`src/design/pppc_pkg.sv`:
```
// Package for the pump pressure protection controller: widths, constants, register map, types.
`timescale 1ns / 1ps

package pppc_pkg;

	// Field widths.
	localparam int unsigned QW      = 16;
	localparam int unsigned MSW     = 10;
	localparam int unsigned LEVELW  = 8;
	localparam int unsigned S_DATAW = 96;
	localparam int unsigned S_USERW = 4;
	localparam int unsigned M_DATAW = 24;
	localparam int unsigned M_USERW = 2;
	localparam int unsigned ADDRW   = 4;
	localparam int unsigned APBW    = 32;

	// Register indexes, taken from paddr[3:2].
	localparam logic [1:0] REG_PRESSURE_ON  = 2'd0;
	localparam logic [1:0] REG_PRESSURE_OFF = 2'd1;
	localparam logic [1:0] REG_CURRENT_LIM  = 2'd2;
	localparam logic [1:0] REG_IMBAL_LIM    = 2'd3;

	// Register reset values, unsigned Q8.8.
	localparam logic [QW-1:0] PRESSURE_ON_RST  = 16'd640;
	localparam logic [QW-1:0] PRESSURE_OFF_RST = 16'd896;
	localparam logic [QW-1:0] CURRENT_LIM_RST  = 16'd3840;
	localparam logic [QW-1:0] IMBAL_LIM_RST    = 16'd768;

	// Fixed pressure window of 1.0 to 5.0 bar in Q8.8.
	localparam logic [QW-1:0] PRESSURE_LOW  = 16'd256;
	localparam logic [QW-1:0] PRESSURE_HIGH = 16'd1280;

	// Blink timing in milliseconds and light levels.
	localparam logic [MSW-1:0]    ERROR_BLINK_MS = 10'd500;
	localparam logic [MSW-1:0]    IDLE_BLINK_MS  = 10'd50;
	localparam logic [LEVELW-1:0] LEVEL_FULL     = 8'd255;
	localparam logic [LEVELW-1:0] LEVEL_DIM      = 8'd64;
	localparam logic [LEVELW-1:0] LEVEL_OFF      = 8'd0;

	// Bit positions in the tuser words.
	localparam int unsigned SU_MAIN   = 0;
	localparam int unsigned SU_MANUAL = 1;
	localparam int unsigned SU_MANRUN = 2;
	localparam int unsigned SU_LIGHTS = 3;
	localparam int unsigned MU_MOTOR  = 0;
	localparam int unsigned MU_FAULT  = 1;

	// One control tick as held in the input register.
	typedef struct packed {
		logic [QW-1:0]  pressure;
		logic [QW-1:0]  total_current;
		logic [QW-1:0]  phase1_current;
		logic [QW-1:0]  phase2_current;
		logic [QW-1:0]  phase3_current;
		logic [MSW-1:0] ms_phase;
		logic           main_switch_on;
		logic           manual_mode;
		logic           manual_run;
		logic           lights_enabled;
	} tick_t;

	// One result as held in the output register.
	typedef struct packed {
		logic              motor_run;
		logic              fault;
		logic [LEVELW-1:0] red_level;
		logic [LEVELW-1:0] green_level;
		logic [LEVELW-1:0] blue_level;
	} result_t;

	// Spread between the largest and the smallest of three phase currents.
	function automatic logic [QW-1:0] phase_spread(input logic [QW-1:0] a,
			input logic [QW-1:0] b, input logic [QW-1:0] c);
		logic [QW-1:0] hi;
		logic [QW-1:0] lo;
		hi = (a > b) ? a : b;
		hi = (hi > c) ? hi : c;
		lo = (a < b) ? a : b;
		lo = (lo < c) ? lo : c;
		return hi - lo;
	endfunction

endpackage

```
`src/design/pump_pressure_protection_controller_top.sv`:
```
// Top level of the pump pressure protection controller.
`timescale 1ns / 1ps

// Usage: each beat on the s_ channel is one control tick carrying pressure, the total
// and three phase currents (unsigned Q8.8), the millisecond phase and four switch flags.
// Each tick gives exactly one beat on the m_ channel: motor drive, latched fault flag
// and the red, green and blue light levels. Thresholds sit in four 16-bit registers on
// the APB port at byte addresses 0, 4, 8 and 12; the user must see that they are written
// only while no tick is in flight, as the block itself does not enforce it. A tick is
// captured in the input register, evaluated against the motor and fault state in one
// pass of compare logic, and lands in the output register, which drives m_tvalid.
// Throughput is one tick per cycle while the receiver does not stall.
// Reset clears the motor and fault state, restores the register defaults and empties
// both stages. When the receiver stalls the output beat holds; the input register still
// takes one more tick, after which s_tready falls until the output drains.
module pump_pressure_protection_controller_top (
	input  logic                         clk,
	input  logic                         arst_n,
	// Input stream.
	input  logic                         s_tvalid,
	output logic                         s_tready,
	// tdata: pressure, total_current, phase1_current, phase2_current, phase3_current,
	// ms_phase, zero fill (bits 95:90)
	input  logic [pppc_pkg::S_DATAW-1:0] s_tdata,
	// tuser: main_switch_on, manual_mode, manual_run, lights_enabled
	input  logic [pppc_pkg::S_USERW-1:0] s_tuser,
	// Output stream.
	output logic                         m_tvalid,
	input  logic                         m_tready,
	// tdata: red_level, green_level, blue_level
	output logic [pppc_pkg::M_DATAW-1:0] m_tdata,
	// tuser: motor_run, fault
	output logic [pppc_pkg::M_USERW-1:0] m_tuser,
	// Configuration port.
	input  logic                         psel,
	input  logic                         penable,
	input  logic                         pwrite,
	input  logic [pppc_pkg::ADDRW-1:0]   paddr,
	input  logic [pppc_pkg::APBW-1:0]    pwdata,
	output logic [pppc_pkg::APBW-1:0]    prdata,
	output logic                         pready
);

	logic [pppc_pkg::QW-1:0] pressure_on_q;
	logic [pppc_pkg::QW-1:0] pressure_off_q;
	logic [pppc_pkg::QW-1:0] current_lim_q;
	logic [pppc_pkg::QW-1:0] imbal_lim_q;
	logic [1:0]              reg_idx;
	logic                    cfg_wr;

	pppc_pkg::tick_t   tick_s1;
	logic              valid_s1;
	pppc_pkg::result_t res_q;
	pppc_pkg::result_t res_d;
	logic              out_valid_q;
	logic              motor_q;
	logic              error_q;
	logic              advance;
	logic              take;

	logic              err_next;
	logic              motor_after_err;
	logic              motor_next;
	logic [pppc_pkg::LEVELW-1:0] red_d;
	logic [pppc_pkg::LEVELW-1:0] green_d;
	logic [pppc_pkg::LEVELW-1:0] blue_d;

	// Configuration registers.
	assign pready  = 1'b1;
	assign reg_idx = paddr[3:2];
	assign cfg_wr  = psel && penable && pwrite && pready;

	always_ff @(posedge clk or negedge arst_n) begin
		if (!arst_n) begin
			pressure_on_q  <= pppc_pkg::PRESSURE_ON_RST;
			pressure_off_q <= pppc_pkg::PRESSURE_OFF_RST;
			current_lim_q  <= pppc_pkg::CURRENT_LIM_RST;
			imbal_lim_q    <= pppc_pkg::IMBAL_LIM_RST;
		end else if (cfg_wr) begin
			case (reg_idx)
				pppc_pkg::REG_PRESSURE_ON:  pressure_on_q  <= pwdata[pppc_pkg::QW-1:0];
				pppc_pkg::REG_PRESSURE_OFF: pressure_off_q <= pwdata[pppc_pkg::QW-1:0];
				pppc_pkg::REG_CURRENT_LIM:  current_lim_q  <= pwdata[pppc_pkg::QW-1:0];
				pppc_pkg::REG_IMBAL_LIM:    imbal_lim_q    <= pwdata[pppc_pkg::QW-1:0];
				default: begin
				end
			endcase
		end
	end

	// Register read-back.
	always_comb begin
		prdata = '0;
		case (reg_idx)
			pppc_pkg::REG_PRESSURE_ON:  prdata[pppc_pkg::QW-1:0] = pressure_on_q;
			pppc_pkg::REG_PRESSURE_OFF: prdata[pppc_pkg::QW-1:0] = pressure_off_q;
			pppc_pkg::REG_CURRENT_LIM:  prdata[pppc_pkg::QW-1:0] = current_lim_q;
			pppc_pkg::REG_IMBAL_LIM:    prdata[pppc_pkg::QW-1:0] = imbal_lim_q;
			default:                    prdata = '0;
		endcase
	end

	// Handshake: stage one moves on when the output register is free or being drained.
	assign advance  = valid_s1 && (!out_valid_q || m_tready);
	assign s_tready = !valid_s1 || advance;
	assign take     = s_tvalid && s_tready;

	// Input register.
	always_ff @(posedge clk or negedge arst_n) begin
		if (!arst_n) begin
			valid_s1 <= 1'b0;
		end else if (s_tready) begin
			valid_s1 <= s_tvalid;
		end
	end

	always_ff @(posedge clk) begin
		if (take) begin
			tick_s1.pressure       <= s_tdata[15:0];
			tick_s1.total_current  <= s_tdata[31:16];
			tick_s1.phase1_current <= s_tdata[47:32];
			tick_s1.phase2_current <= s_tdata[63:48];
			tick_s1.phase3_current <= s_tdata[79:64];
			tick_s1.ms_phase       <= s_tdata[89:80];
			tick_s1.main_switch_on <= s_tuser[pppc_pkg::SU_MAIN];
			tick_s1.manual_mode    <= s_tuser[pppc_pkg::SU_MANUAL];
			tick_s1.manual_run     <= s_tuser[pppc_pkg::SU_MANRUN];
			tick_s1.lights_enabled <= s_tuser[pppc_pkg::SU_LIGHTS];
		end
	end

	// Error check against the motor state left by the previous tick.
	always_comb begin
		err_next        = error_q;
		motor_after_err = motor_q;
		if (tick_s1.manual_mode) begin
			err_next = 1'b0;
		end else begin
			if ((tick_s1.pressure < pppc_pkg::PRESSURE_LOW) ||
					(tick_s1.pressure > pppc_pkg::PRESSURE_HIGH)) begin
				err_next = 1'b1;
			end
			if (motor_q && (tick_s1.total_current > current_lim_q)) begin
				err_next = 1'b1;
			end
			if (motor_q && (pppc_pkg::phase_spread(tick_s1.phase1_current,
					tick_s1.phase2_current, tick_s1.phase3_current) > imbal_lim_q)) begin
				err_next = 1'b1;
			end
			if (err_next) begin
				motor_after_err = 1'b0;
			end
		end
	end

	// Motor control with hysteresis between the start and stop levels.
	always_comb begin
		motor_next = motor_after_err;
		if (!tick_s1.main_switch_on) begin
			motor_next = 1'b0;
		end else if (tick_s1.manual_mode) begin
			motor_next = tick_s1.manual_run;
		end else if (!err_next) begin
			if (tick_s1.pressure <= pressure_on_q) begin
				motor_next = 1'b1;
			end else if (tick_s1.pressure >= pressure_off_q) begin
				motor_next = 1'b0;
			end
		end
	end

	// Status light levels.
	always_comb begin
		red_d   = pppc_pkg::LEVEL_OFF;
		green_d = pppc_pkg::LEVEL_OFF;
		blue_d  = pppc_pkg::LEVEL_OFF;
		if (tick_s1.lights_enabled) begin
			if (err_next) begin
				red_d = (tick_s1.ms_phase < pppc_pkg::ERROR_BLINK_MS) ?
					pppc_pkg::LEVEL_FULL : pppc_pkg::LEVEL_OFF;
			end else if (!tick_s1.main_switch_on) begin
				red_d = pppc_pkg::LEVEL_FULL;
			end else if (tick_s1.manual_mode) begin
				red_d   = motor_next ? pppc_pkg::LEVEL_OFF : pppc_pkg::LEVEL_FULL;
				green_d = motor_next ? pppc_pkg::LEVEL_OFF : pppc_pkg::LEVEL_DIM;
				blue_d  = motor_next ? pppc_pkg::LEVEL_FULL : pppc_pkg::LEVEL_OFF;
			end else begin
				green_d = (!motor_next && (tick_s1.ms_phase < pppc_pkg::IDLE_BLINK_MS)) ?
					pppc_pkg::LEVEL_FULL : pppc_pkg::LEVEL_OFF;
				blue_d  = motor_next ? pppc_pkg::LEVEL_FULL : pppc_pkg::LEVEL_OFF;
			end
		end
	end

	always_comb begin
		res_d.motor_run   = motor_next;
		res_d.fault       = err_next;
		res_d.red_level   = red_d;
		res_d.green_level = green_d;
		res_d.blue_level  = blue_d;
	end

	// Controller state moves on once per tick.
	always_ff @(posedge clk or negedge arst_n) begin
		if (!arst_n) begin
			motor_q <= 1'b0;
			error_q <= 1'b0;
		end else if (advance) begin
			motor_q <= motor_next;
			error_q <= err_next;
		end
	end

	// Output register.
	always_ff @(posedge clk or negedge arst_n) begin
		if (!arst_n) begin
			out_valid_q <= 1'b0;
		end else if (advance) begin
			out_valid_q <= 1'b1;
		end else if (m_tready) begin
			out_valid_q <= 1'b0;
		end
	end

	always_ff @(posedge clk) begin
		if (advance) begin
			res_q <= res_d;
		end
	end

	assign m_tvalid = out_valid_q;
	assign m_tdata  = {res_q.blue_level, res_q.green_level, res_q.red_level};
	assign m_tuser  = {res_q.fault, res_q.motor_run};

	// A latched fault always leaves the motor stopped.
	a_fault_stops_motor: assert property (@(posedge clk) disable iff (!arst_n)
		(out_valid_q && res_q.fault) |-> !res_q.motor_run)
		else $error("fault reported with motor running");

	// While faulted only the red light may be lit.
	a_fault_lights: assert property (@(posedge clk) disable iff (!arst_n)
		(out_valid_q && res_q.fault) |->
		(res_q.green_level == pppc_pkg::LEVEL_OFF) && (res_q.blue_level == pppc_pkg::LEVEL_OFF))
		else $error("green or blue lit during fault");

	// The stored state matches the result just produced.
	a_state_tracks_result: assert property (@(posedge clk) disable iff (!arst_n)
		advance |=> (motor_q == res_q.motor_run) && (error_q == res_q.fault))
		else $error("controller state differs from issued result");

	// An empty input stage always accepts.
	a_empty_accepts: assert property (@(posedge clk) disable iff (!arst_n)
		!valid_s1 |-> s_tready)
		else $error("input stage empty but not ready");

endmodule

```
`config.mk`:
```
export PLATFORM = sky130hd
export DESIGN_NAME = pump_pressure_protection_controller_top
export DESIGN_NICKNAME = d
export VERILOG_FILES = /design/src/design/pppc_pkg.sv /design/src/design/pump_pressure_protection_controller_top.sv
export SDC_FILE = /design/constraint.sdc
export NUM_CORES = 1
export LEC_CHECK = 0
export ABC_AREA = 1
export BUFFER_PORTS_ARGS = -buffer_cell sky130_fd_sc_hd__clkbuf_2
export CAP_MARGIN = 20
export CORE_ASPECT_RATIO = 0.5
export CORE_MARGIN = 5
export CORE_UTILIZATION = 45
export CTS_CLUSTER_SIZE = 30
export DETAILED_ROUTE_END_ITERATION = 7
export PLACE_DENSITY = 0.65
export SKIP_CTS_REPAIR_TIMING = 1
export SYNTH_ARGS = -nofsm -noshare
export SYNTH_HDL_FRONTEND = slang
export SYNTH_SLANG_ARGS = --single-unit
```
`constraint.sdc`:
```
create_clock -name clk -period 13.4 [get_ports clk]
set_clock_uncertainty 0.05 [all_clocks]
set_input_delay 2.68 -clock clk [delete_from_list [all_inputs] [get_ports clk]]
set_output_delay 2.68 -clock clk [all_outputs]
set_load 0.01 [all_outputs]
```
# Word level (Yosys, flattened, before mapping)
# Cells that the tools add are included.
# word_totals
register_bits	188
out_inout_bits	61
# op_classes
addsub	1
magnitude_cmp	12
eq_ne	3
n_mux	27
bitwise	2
n_reduce_logical	20
# ops
op	n
> comparator 16 bit	4
two-way mux 16 bit	4
two-way mux 8 bit	8
case mux 16 bit (4 select lines)	1
less-than comparator 16 bit	2
greater-or-equal comparator 16 bit	1
> comparator 16 x 11 -> 1 bit, second input constant	1
less-or-equal comparator 16 bit	1
less-than comparator 16 x 9 -> 1 bit, second input constant	1
subtractor 16 bit	1
two-way mux 1 bit	13
less-than comparator 10 x 6 -> 1 bit, second input constant	1
less-than comparator 10 x 9 -> 1 bit, second input constant	1
AND reduction 2 bit	4
logical AND 1 bit	7
two-way mux 7 bit	1
== test 2 bit, second input constant	2
zero test 1 bit	3
logical OR 1 bit	3
OR reduction 3 bit	1
== test 2 x 1 -> 1 bit, second input constant	1
zero test 2 bit	1
inverter 1 bit	2
nonzero test 2 bit	1

# Depth between registers and ports, before layout
# Gate-level depths: netlist of run 1.
# depth
depth_word	19
depth_mapped	58
mapped_depth_nobuf	55

# Worst setup path after synthesis of run 1
# Ideal clock, no wire load.
# synth_timing
kind	register -> register
start	register tick_s1[41] (netlist bit)
end	register res_q (netlist bit m_tdata[13]) (data pin)
setup_ns	0.255
arrival_ns	6.155
t_required_ns	13.095
slack_ns	6.940
stages_incl_launch_ff	49
path_buffers	3
period_less_slack_ns	6.460
path_cell_list	edfxtp_1 inv_1 ha_1 nand4_1 nor3_1 nand2_1 nand2_2 buf_2 clkbuf_1 nand2_1 o21ai_0 ha_1 nand2_1 inv_1 a221oi_1 o21ai_0 a31oi_1 nand2_2 [... 13 more ...] nand2_1 nand2_1 a21oi_1 xnor2_1 ha_1 a21oi_1 nor2_1 o21ai_0 nand3_1 nand2_1 nand2_1 nand2_1 nand2_1 nor2_1 nand2_1 nand2_1 nand2_1 and3_1
# synth_between
elab_chain_len	19
# synth_lines
element	line	rtl
start: declaration	pump_pressure_protection_controller_top.sv:51	pppc_pkg::tick_t tick_s1;
> comparator 16 bit / less-than comparator 16 bit (equally long branches)	pppc_pkg.sv:76, pppc_pkg.sv:78	
two-way mux 16 bit, on equally long branches	pppc_pkg.sv:76, pppc_pkg.sv:78	
> comparator 16 bit / less-than comparator 16 bit (equally long branches)	pppc_pkg.sv:77, pppc_pkg.sv:79	
two-way mux 16 bit, on equally long branches	pppc_pkg.sv:77, pppc_pkg.sv:79	
subtractor 16 bit (*)	pppc_pkg.sv:80	return hi - lo;
> comparator 16 bit (*)	pump_pressure_protection_controller_top.sv:147	tick_s1.phase2_current, tick_s1.phase3_current) > imbal_lim_q)) begin
logical AND 1 bit (*)	pump_pressure_protection_controller_top.sv:146	if (motor_q && (pppc_pkg::phase_spread(tick_s1.phase1_current,
two-way mux 1 bit (*)	pump_pressure_protection_controller_top.sv:146	
[... 3 more ...]	--	
two-way mux 1 bit	pump_pressure_protection_controller_top.sv:164	if (tick_s1.pressure <= pressure_on_q) begin
two-way mux 1 bit	pump_pressure_protection_controller_top.sv:163	end else if (!err_next) begin
two-way mux 1 bit	pump_pressure_protection_controller_top.sv:161	end else if (tick_s1.manual_mode) begin
two-way mux 1 bit	pump_pressure_protection_controller_top.sv:159	if (!tick_s1.main_switch_on) begin
zero test 1 bit	pump_pressure_protection_controller_top.sv:188	green_d = (!motor_next && (tick_s1.ms_phase < pppc_pkg::IDLE_BLINK_MS)) ?
logical AND 1 bit	pump_pressure_protection_controller_top.sv:188	
two-way mux 8 bit	pump_pressure_protection_controller_top.sv:188	
two-way mux 8 bit	pump_pressure_protection_controller_top.sv:183	end else if (tick_s1.manual_mode) begin
end signal: assignment	pump_pressure_protection_controller_top.sv:227	res_q <= res_d;
end: declaration	pump_pressure_protection_controller_top.sv:53	pppc_pkg::result_t res_q;
# Every way passes the cells marked *; elsewhere a longest branch is shown, timed or not. The select of a mux whose other input is x is not followed.
# A chain may end at the register's enable or synchronous reset.

# Worst setup path in the final report of run 1
# layout_timing
start	register tick_s1[45] (netlist bit)
end	register res_q (netlist bit m_tdata[13]) (data pin)
# The elaborated chain is that of the path after synthesis.

==> insert_results.sql, run 1 <==
INSERT INTO impl_metrics (metric_group, metric, value, unit) VALUES
('logic_synthesis', 'synth-adder-area-share', '15.3', '%'),
('worst_setup_path', 'cp_data_required_time', '13560', 'ps'),
('place', 'buffer_ports.inserted', '161', ''),
('detailed_routing', 'wirelength', '25200', 'microns'),
('worst_setup_path', 'critical-path-slowest-cell', 'sky130_fd_sc_hd__o21ai_0', ''),
('cts', 'cts.root.buffer_cell', 'sky130_fd_sc_hd__clkbuf_16', ''),
('detailed_routing', 'antenna_violating_nets_post_route', '0', ''),
('logic_synthesis', 'synth_compound_area_share', '13.6', '%'),
('cts', 'clk_latency', '440', 'ps'),
('detailed_routing', 'post-route-drc-count', '0', ''),
('global_route', 'number_of_global_route_vias_before_repair', '8123', ''),
('sta', 'grt_setup_unrepaired', 'no', ''),
('cts', 'clk_pin_slew_worst_paths', '70', 'ps'),
('power_and_ir_drop', 'p_leak', '5.77', 'nW'),
('cts', 'htreeDepth', '4', ''),
('cts', 'cts_tree', 'yes', ''),
('floorplan', 'effective_utilization_at_floorplan', '45.7', '%'),
('global_route', 'groute.layer.met3.usage', '4.39', '%'),
('sta', 'hold_viol', '0', ''),
('logic_synthesis', 'synth-main-ff-cell', 'sky130_fd_sc_hd__edfxtp_1', ''),
('worst_setup_path', 'start_kind', 'flip-flop', ''),
('logic_synthesis', 'synth_xor_xnor_area_share', '1.09', '%'),
('floorplan', 'design.portCount', '204', ''),
('finish', 'layout-drive-gt1-share', '16.4', '%'),
('detailed_routing', 'vias', '8297', ''),
('logic_synthesis', 'asyncSetResetFlopFracSynth', '40.5', '%'),
('logic_synthesis', 'synth_enable_flop_cells', '100', ''),
('floorplan', 'die_height', '118', 'microns'),
('logic_synthesis', 'synthDominantAreaCellType', 'sky130_fd_sc_hd__edfxtp_1', ''),
('cts', 'ctsLongestPathBuffers', '2', ''),
('finish', 'post-route-util', '52.2', '%'),
('logic_synthesis', 'synth_top_area_share', '28.8', '%'),
('detailed_routing', 'post_drt_via_cell_ratio', '5.08', ''),
('sta', 'setup-tns-final', '0', 'ps'),
('logic_synthesis', 'synth-seq-area-share', '45.3', '%'),
('global_route', 'antenna_violations_before_repair', '0', ''),
('detailed_routing', 'routedWlPerCell', '15.5', 'microns'),
('worst_setup_path', 'worstSetupEndpointType', 'flip-flop', ''),
('logic_synthesis', 'post_synth_inst_count', '1175', ''),
('logic_synthesis', 'portion_of_netlist_area_occupied_by_mux_cells', '0', '%'),
('finish', 'area_growth', '14.2', '%'),
('global_route', 'global_route.usage.met1', '25.5', '%'),
('logic_synthesis', 'synthesis.area_per_instance', '8.87', 'sq um'),
('flow_run', 'maxCapViolCount', '0', ''),
('sta', 'timing_worst_slew_pin_value', '1030', 'ps'),
('place', 'placement.cell_area', '11300', 'sq um'),
('sta', 'maxClockFrequency', '123', 'MHz'),
('global_route', 'grt_first_pass_wirelength', '40800', 'microns'),
('finish', 'final_cell_area', '11900', 'sq um'),
('global_route', 'grt_overflow', '0', ''),
('floorplan', 'die_width', '225', 'microns'),
('logic_synthesis', 'post_synth_and_or_nand_nor_area_fraction', '14.9', '%'),
('sta', 'setup-violations-final', '0', ''),
('global_route', 'pin_count_of_the_biggest_net_entering_global_routing', '69', ''),
('floorplan', 'floorplan.rows', '39', ''),
('worst_setup_path', 'crit_arrival', '8270', 'ps'),
('worst_setup_path', 'critPathMostFrequentCell', 'sky130_fd_sc_hd__nand2_1', ''),
('logic_synthesis', 'synth.top_cells.by_area', 'sky130_fd_sc_hd__edfxtp_1 (29%), sky130_fd_sc_hd__ha_1 (15%), sky130_fd_sc_hd__dfrtp_1 (14%), sky130_fd_sc_hd__nand2_1 (10%), sky130_fd_sc_hd__o21ai_0 (6.6%)', ''),
('cts', 'numClockSinks', '168', ''),
('global_route', 'aggregate_global_route_resource_usage', '19.2', '%'),
('finish', 'inserted_diodes', '0', ''),
('run_status', 'outcome', 'finished clean', ''),
('sta', 'final_max_slew_viol_count', '0', ''),
('global_route', 'grt-busiest-layer', 'met2', ''),
('sta', 'layout_worst_path_cycle_share', '60.6', '%'),
('logic_synthesis', 'synth_cell_type_count', '44', ''),
('global_route', 'grtUsageMet2', '32.0', '%'),
('logic_synthesis', 'synth_top_family_by_area', 'adder cells', ''),
('finish', 'nFillCells', '2116', ''),
('floorplan', 'die_area', '26500', 'sq um'),
('floorplan', 'floorplan.core_area', '22800', 'sq um');
-- registers in the layout (all words and copies together), names as in the netlist --
signal          cells
m_tvalid            1
m_tuser             2
motor_q             1
valid_s1            1
pressure_off_q     16
current_lim_q      16
imbal_lim_q        16
error_q             1
pressure_on_q      16
m_tdata             5
tick_s1            93
-- layer usage --
| layer | wire length [microns] | vias up |
|---|---|---|
| met5 | 0 | - |
| met4 | 391 | 0 |
| met3 | 1150 | 28 |
| met2 | 12100 | 183 |
| met1 | 11600 | 3872 |
| li1 | - | 4214 |
-- path summary, 6_finish.rpt --
kind	cells after the start	slack [ps]	start	endpoint
worst max-delay path	43	5280	tick_s1[45]	m_tdata[13]
worst min-delay path	2	440	error_q	error_q
worst max register to register	43	5280	tick_s1[45]	m_tdata[13]
worst min register to register	2	440	error_q	error_q
max in group asynchronous	2	10320	arst_n	pressure_off_q[3]
min in group asynchronous	2	2390	arst_n	current_lim_q[12]
-- cells in the mapped netlist, types with 12 or more instances --
master and number:
sky130_fd_sc_hd__nand3_1 30, sky130_fd_sc_hd__nor2_1 25, sky130_fd_sc_hd__buf_4 37, sky130_fd_sc_hd__nand4_1 12
sky130_fd_sc_hd__inv_1 167, sky130_fd_sc_hd__nor3_1 16, sky130_fd_sc_hd__o2111ai_1 16, sky130_fd_sc_hd__o21ai_0 137
sky130_fd_sc_hd__clkbuf_1 24, sky130_fd_sc_hd__o21ai_1 12, sky130_fd_sc_hd__edfxtp_1 100, sky130_fd_sc_hd__ha_1 126
sky130_fd_sc_hd__dfrtp_1 57, sky130_fd_sc_hd__a21oi_1 62, sky130_fd_sc_hd__nand2_1 285
-- power breakdown --
group	leakage, nW	switching [W]	internal [W]
clock	0.270	0.000225	0.000244
combinational	3.70	0.000447	0.000288
sequential	1.81	0.0000475	0.000628
-- layout by cell type (no fill, tap or decap), drive strengths merged, types with 2 or more instances in the layout --
master    instances
o221ai            2
nor2             25
inv             175
and3              3
o21a              3
a211oi            4
dfrtp            57
conb             17
o211ai            2
a21o              3
clkinv            5
xor2             10
a22oi             2
a21oi            63
ha              126
nand2           288
nor3             16
clkinvlp          2
xnor2             3
clkbuf          178
nand3b            2
dfstp            11
o2111ai          16
nand3            30
nand4            12
edfxtp          100
o21ai           149
buf               7
nor4              3
-- area by class of cell --
type	count	area (sq um)	area share, %
repair buffers	168	858	7.21
clock buffers	17	425	3.58
multi-input cells	791	4750	39.9
flip-flops and latches	168	4720	39.7
clock inverters	15	133	1.11
well taps	307	384	3.23
inverters	167	628	5.28
-- worst max-delay path: cells and delay by family, from the launching register on --
family                     cells  cell delay [ps]
AOI/OAI and AO/OA             14             2950
buffers and inverters          3              180
and+or+nand+nor               20             2670
DFF                            1              400
xor gates and xnor gates       1              120
adders and majority gates      5             1480
-- metrics by stage --
step                power, W  std cells
finish               0.00188       1633
global route         0.00205       1633
CTS                  0.00189       1632
detailed placement   0.00142       1600
global placement     0.00138       1600
floorplan            0.00122       1190
-- cells by family after synthesis --
family                   Yosys count
buffers and inverters            231
AND/OR/NAND/NOR                  381
other                              2
AO/OA/AOI/OAI                    253
flip-flops                       168
adder cells (fa/ha/maj)          127
XOR/XNOR                          13
Power figures use the tool's default switching activity.
==> run 2: changes to the inputs <==
Settings changed: PLACE_DENSITY 0.65 to 0.68.
Clock period 13.4 ns to 7.1 ns, I/O delays scaled along.
==> run 2 against run 1 <==
Against the previous run: global-route usage rose by 0.19 points; sequential power rose by 90%; worst setup slack got worse by 5000 ps; largest cell class unchanged; largest power group unchanged; highest routed layer unchanged.
==> insert_results.sql, run 2 (same netlist as run 1, synthesis figures left out) <==
INSERT INTO impl_metrics (metric_group, metric, value, unit) VALUES
('finish', 'layout_commonest_cell', 'sky130_fd_sc_hd__nand2_1', ''),
('cts', 'cts.root.buffer_cell', 'sky130_fd_sc_hd__clkbuf_16', ''),
('hold_path', 'min_path_type', 'flip-flop to flip-flop', ''),
('place', 'buffer_ports.inserted', '161', ''),
('floorplan', 'die_area', '26500', 'sq um'),
('sta', 'worst_hold_slack', '437', 'ps'),
('global_route', 'grt_first_pass_wirelength', '41400', 'microns'),
('sta', 'hold_viol', '0', ''),
('worst_setup_path', 'critPathMostFrequentCell', 'sky130_fd_sc_hd__nand2_1', ''),
('global_route', 'number_of_global_route_vias_before_repair', '8440', ''),
('place', 'place_hpwl', '19700', 'microns'),
('global_route', 'antenna_violations_before_repair', '0', ''),
('sta', 'timing_worst_slew_pin_value', '1050', 'ps'),
('cts', 'htreeDepth', '4', ''),
('finish', 'largest_register', 'tick_s1', ''),
('cts', 'clk_latency', '450', 'ps'),
('worst_setup_path', 'start_kind', 'flip-flop', ''),
('detailed_routing', 'vias', '8505', ''),
('place', 'place.gp.congestion', '0.846', ''),
('floorplan', 'effective_utilization_at_floorplan', '45.7', '%'),
('worst_setup_path', 'criticalPathCategory', 'flip-flop to flip-flop', ''),
('worst_setup_path', 'critical-path-max-stage-delay', '550', 'ps'),
('worst_setup_path', 'worstSetupEndpointType', 'flip-flop', ''),
('detailed_routing', 'routedWlPerCell', '15.7', 'microns'),
('finish', 'inserted_diodes', '0', ''),
('worst_setup_path', 'crit_arrival', '6970', 'ps'),
('run_status', 'outcome', 'finished clean', ''),
('finish', 'layout-drive-gt1-share', '23.8', '%'),
('power_and_ir_drop', 'powerDensity', '304', 'nW/um^2'),
('cts', 'cts_tree', 'yes', ''),
('worst_setup_path', 'critical_path_peak_fanout', '8', ''),
('cts', 'numClockSinks', '168', ''),
('detailed_routing', 'detailedRoute.firstIterationViolations', '535', ''),
('floorplan', 'die_height', '118', 'microns'),
('cts', 'cts-buffers-inserted', '17', ''),
('power_and_ir_drop', 'p_leak', '6.08', 'nW'),
('detailed_routing', 'post-route-drc-count', '0', ''),
('floorplan', 'design.portCount', '204', ''),
('floorplan', 'floorplan.rows', '39', ''),
('detailed_routing', 'drt_pass1_iterations', '5', ''),
('global_route', 'aggregate_global_route_resource_usage', '19.4', '%'),
('detailed_routing', 'wirelength', '26300', 'microns'),
('worst_setup_path', 'critical-path-slowest-cell', 'sky130_fd_sc_hd__o41ai_4', ''),
('detailed_routing', 'post_drt_via_cell_ratio', '5.07', ''),
('worst_setup_path', 'cp_data_required_time', '7270', 'ps'),
('finish', 'layout.nets', '1628', ''),
('cts', 'ctsLongestPathBuffers', '2', ''),
('hold_path', 'timing.hold.worst_path_depth', '2', ''),
('cts', 'clk_pin_slew_worst_paths', '80', 'ps'),
('sta', 'layout_worst_path_cycle_share', '95.8', '%'),
('global_route', 'pin_count_of_the_biggest_net_entering_global_routing', '81', ''),
('sta', 'setup-violations-final', '0', ''),
('sta', 'period_needed', '6800', 'ps'),
('detailed_routing', 'antenna_violating_nets_post_route', '0', ''),
('sta', 'final_max_slew_viol_count', '0', ''),
('finish', 'area_growth', '21.1', '%'),
('finish', 'final_cell_mix', 'sky130_fd_sc_hd__nand2_1 (275), sky130_fd_sc_hd__inv_1 (164), sky130_fd_sc_hd__clkbuf_2 (161)', ''),
('global_route', 'grt_overflow', '0', ''),
('worst_setup_path', 'cells_on_worst_reg2reg_path', '46', ''),
('sta', 'maxClockFrequency', '147', 'MHz'),
('finish', 'largest_register_ffs', '93', ''),
('floorplan', 'die_width', '225', 'microns'),
('floorplan', 'floorplan.core_area', '22800', 'sq um'),
('flow_run', 'maxCapViolCount', '0', ''),
('finish', 'post-route-util', '55.4', '%'),
('sta', 'timing.slew.headroom', '29.8', '%'),
('power_and_ir_drop', 'worst_ir_drop_vdd', '0.205', 'mV');
[run 2: layout make-up]
cell class / instances / area, sq um
Tap cell: 307 / 384
Sequential cell: 168 / 4720
Multi-Input combinational cell: 792 / 5040
Clock buffer: 18 / 429
Timing Repair Buffer: 212 / 1260
Clock inverter: 14 / 163
Fill cell: 2009 / 10200
Inverter: 167 / 628
[run 2: report_power, final]
group,total [W],switching (W),internal (W)
logic,0.00162,0.000934,0.000690
clock network,0.000935,0.000435,0.000500
registers,0.00128,0.0000920,0.00118
[run 2: worst paths after layout]
path,from,to,slack (ps)
hold / removal,imbal_lim_q[7],imbal_lim_q[7],440
hold reg to reg,imbal_lim_q[7],imbal_lim_q[7],440
setup reg to reg,tick_s1[38],m_tdata[15],300
max in group asynchronous,arst_n,current_lim_q[4],5310
setup / recovery,tick_s1[38],m_tdata[15],300
min in group asynchronous,arst_n,motor_q,1120
[run 2: worst max-delay path, delay by kind of cell, from the launching register on]
kind	cells	cell delay, ps
simple gates	21	1750
compound gates	16	2350
fa+ha+maj	4	1190
flops	1	410
xor+xnor	1	170
buf+inv	4	650
[run 2: per-stage QoR]
stage,cells,total power (W),instance area (sq um),setup WS (ps),TNS (ps)
after floorplan,1190,0.00230,10500,640,0
after global placement,1622,0.00268,11500,11.7,0
after detailed placement,1624,0.00274,11500,-56.6,-174
after CTS,1656,0.00369,12100,-105,-449
after global routing,1678,0.00415,12600,-219,-1200
final,1678,0.00384,12600,299,0
[run 2: layer usage]
layer	global-route usage, %	wire, microns	up-vias
met3	5.13	1300	38
met2	32.3	12800	191
li1	-	-	4293
met4	6.16	584	0
met5	0	0	-
met1	24.6	11600	3983
==> run 3: changes to the inputs <==
Settings changed: CELL_PAD_IN_SITES_DETAIL_PLACEMENT from default to 0, CELL_PAD_IN_SITES_GLOBAL_PLACEMENT from default to 1, CORE_UTILIZATION 45 to 38, PLACE_DENSITY 0.68 to 0.75.
==> run 3 against run 2 <==
Against the previous run: sequential share of layout area fell by 0.75 points; fmax fell by 1.0%; clock power rose by 0.5%; largest cell class unchanged.
==> insert_results.sql, run 3 (same netlist as run 1, synthesis figures left out) <==
INSERT INTO impl_metrics (metric_group, metric, value, unit) VALUES
('finish', 'largest_register', 'tick_s1', ''),
('place', 'place.gp.congestion', '0.843', ''),
('power_and_ir_drop', 'netSwitchingFraction', '38.7', '%'),
('global_route', 'antenna_violations_before_repair', '0', ''),
('worst_setup_path', 'critical_path.startpoint', 'tick_s1[51]', ''),
('detailed_routing', 'post-route-drc-count', '0', ''),
('cts', 'ctsLongestPathBuffers', '2', ''),
('place', 'buffer_ports.inserted', '161', ''),
('power_and_ir_drop', 'p_leak', '6.17', 'nW'),
('finish', 'layout_commonest_cell', 'sky130_fd_sc_hd__nand2_1', ''),
('floorplan', 'effective_utilization_at_floorplan', '39.0', '%'),
('worst_setup_path', 'criticalPathCategory', 'flip-flop to flip-flop', ''),
('floorplan', 'die_height', '127', 'microns'),
('hold_path', 'min_path_type', 'flip-flop to flip-flop', ''),
('floorplan', 'floorplan.core_area', '26700', 'sq um'),
('sta', 'setup_ws', '228', 'ps'),
('global_route', 'aggregate_global_route_resource_usage', '16.9', '%'),
('detailed_routing', 'drt_pass1_iterations', '5', ''),
('hold_path', 'hold_path_startpoint', 'imbal_lim_q[6]', ''),
('worst_setup_path', 'worst_r2r_startpoint', 'tick_s1[51]', ''),
('worst_setup_path', 'critPathMostFrequentCell', 'sky130_fd_sc_hd__nand2_2', ''),
('worst_setup_path', 'crit_arrival', '7040', 'ps'),
('sta', 'timing.slew.headroom', '34.6', '%'),
('flow_run', 'maxCapViolCount', '0', ''),
('finish', 'layout-drive-gt1-share', '25.6', '%'),
('floorplan', 'floorplan.rows', '42', ''),
('finish', 'layout.nets', '1645', ''),
('cts', 'htreeDepth', '4', ''),
('place', 'detailedPlace.worstSlack', '-72.1', 'ps'),
('power_and_ir_drop', 'cellInternalPower', '0.00240', 'W'),
('detailed_routing', 'routedWlPerCell', '15.6', 'microns'),
('worst_setup_path', 'critical_path_peak_fanout', '6', ''),
('power_and_ir_drop', 'powerDensity', '304', 'nW/um^2'),
('worst_setup_path', 'path_buf_inv', '4', ''),
('finish', 'inserted_diodes', '0', ''),
('power_and_ir_drop', 'comb_power_share', '43.5', '%'),
('power_and_ir_drop', 'seq_power_share', '32.5', '%'),
('floorplan', 'die_area', '31000', 'sq um'),
('global_route', 'grt_overflow', '0', ''),
('cts', 'cts-buffers-inserted', '17', ''),
('cts', 'cts.root.buffer_cell', 'sky130_fd_sc_hd__clkbuf_16', ''),
('cts', 'cts_tree', 'yes', ''),
('sta', 'layout_worst_path_cycle_share', '96.8', '%'),
('worst_setup_path', 'cp_data_required_time', '7270', 'ps'),
('finish', 'largest_register_ffs', '93', ''),
('global_route', 'pin_count_of_the_biggest_net_entering_global_routing', '69', ''),
('run_status', 'outcome', 'finished clean', ''),
('worst_setup_path', 'critical-path-slowest-cell', 'sky130_fd_sc_hd__edfxtp_1', ''),
('finish', 'area_growth', '23.6', '%'),
('place', 'dpl.cell_count', '1678', ''),
('detailed_routing', 'wirelength', '27200', 'microns'),
('power_and_ir_drop', 'power_switching', '0.00151', 'W'),
('sta', 'period_needed', '6870', 'ps'),
('detailed_routing', 'post_drt_via_cell_ratio', '4.92', ''),
('floorplan', 'die_width', '244', 'microns'),
('detailed_routing', 'antenna_violating_nets_post_route', '0', ''),
('worst_setup_path', 'crit_family', 'simple AND/OR/NAND/NOR gates', ''),
('power_and_ir_drop', 'worst_ir_drop_vdd', '0.201', 'mV'),
('detailed_routing', 'vias', '8563', ''),
('cts', 'clk_latency', '460', 'ps'),
('finish', 'post-route-util', '48.2', '%'),
('global_route', 'grt_first_pass_wirelength', '41900', 'microns'),
('sta', 'final_max_slew_viol_count', '0', ''),
('finish', 'instances_no_fill', '1740', ''),
('cts', 'clk_pin_slew_worst_paths', '70', 'ps'),
('finish', 'nFillCells', '2542', ''),
('sta', 'setup-violations-final', '0', ''),
('floorplan', 'design.portCount', '204', ''),
('sta', 'maxClockFrequency', '146', 'MHz'),
('worst_setup_path', 'start_kind', 'flip-flop', ''),
('power_and_ir_drop', 'clockPowerShare', '24.0', '%'),
('global_route', 'number_of_global_route_vias_before_repair', '8352', ''),
('sta', 'timing_worst_slew_pin_value', '979', 'ps'),
('finish', 'final_cell_mix', 'sky130_fd_sc_hd__nand2_1 (272), sky130_fd_sc_hd__inv_1 (163), sky130_fd_sc_hd__clkbuf_2 (160)', ''),
('detailed_routing', 'detailedRoute.firstIterationViolations', '489', ''),
('sta', 'hold_viol', '0', ''),
('worst_setup_path', 'critical-path-max-stage-delay', '430', 'ps'),
('worst_setup_path', 'worstSetupEndpointType', 'flip-flop', ''),
('sta', 'grt_setup_unrepaired', 'yes', ''),
('cts', 'numClockSinks', '168', ''),
('place', 'place_hpwl', '20800', 'microns');
run 3: cell types whose count changed in the layout (fill, tap and decap cells not counted), moves of 3 or more:
cell	before	now
sky130_fd_sc_hd__buf_4	43	61
sky130_fd_sc_hd__ha_1	122	118
sky130_fd_sc_hd__ha_4	4	7
sky130_fd_sc_hd__inv_8	2	6
sky130_fd_sc_hd__nand2_1	275	272
sky130_fd_sc_hd__nand2_2	12	15
sky130_fd_sc_hd__o21ai_1	28	20
sky130_fd_sc_hd__o21ai_4	0	6
run 3: area by class of cell:
| cell class | count | area (sq um) | area share (%) |
|---|---|---|---|
| clock buffer | 17 | 425 | 3.30 |
| clock inverter | 15 | 169 | 1.31 |
| inverter | 167 | 628 | 4.88 |
| multi-input combinational | 791 | 5130 | 39.8 |
| sequential | 168 | 4720 | 36.6 |
| tap | 352 | 440 | 3.42 |
| timing repair buffer | 230 | 1370 | 10.6 |
run 3: power groups by stage:
| stage | logic, W | registers, W | clock network, W |
|---|---|---|---|
| 2_1_floorplan | 0.00103 | 0.00127 | 0 |
| 3_3_place_gp | 0.00141 | 0.00129 | 0 |
| 3_5_place_dp | 0.00146 | 0.00129 | 0 |
| 4_1_cts | 0.00148 | 0.00127 | 0.000971 |
| 5_1_grt | 0.00193 | 0.00129 | 0.00101 |
| 6_report | 0.00170 | 0.00127 | 0.000940 |
run 3: tightest hold or removal path, stage by stage (launching register included):
cell and delay (ps):
sky130_fd_sc_hd__dfrtp_1 350, sky130_fd_sc_hd__nand2_1 50, sky130_fd_sc_hd__o21ai_0 60
run 3: path summary, 6_finish.rpt:
| kind | slack [ps] | end | cells past startpoint |
|---|---|---|---|
| hold reg to reg | 440 | imbal_lim_q[6] | 2 |
| hold / removal | 440 | imbal_lim_q[6] | 2 |
| setup reg to reg | 230 | m_tdata[13] | 43 |
| min in group asynchronous | 1110 | current_lim_q[12] | 2 |
| setup / recovery | 230 | m_tdata[13] | 43 |
| max in group asynchronous | 5290 | current_lim_q[1] | 2 |
run 3: layer usage:
metal  wire length, microns  up-vias  track usage [%]  share of wire [%]
met4                    552        0             5.50                2.0
met2                  13400      149             29.1                 49
met3                    988       42             3.53                3.6
met1                  12200     4023             21.6                 45
met5                      0        -                0                  0
li1                       -     4349                -                  -
run 3: stage by stage:
step / hold WS [ps] / setup TNS [ps] / total power (W) / area (sq um)
after global placement: 416 / 0 / 0.00270 / 11600
after CTS: 441 / -774 / 0.00372 / 12200
after floorplan: 403 / 0 / 0.00230 / 10500
final: 437 / 0 / 0.00391 / 12900
after global routing: 465 / -1250 / 0.00423 / 12900
after detailed placement: 423 / -398 / 0.00276 / 11600
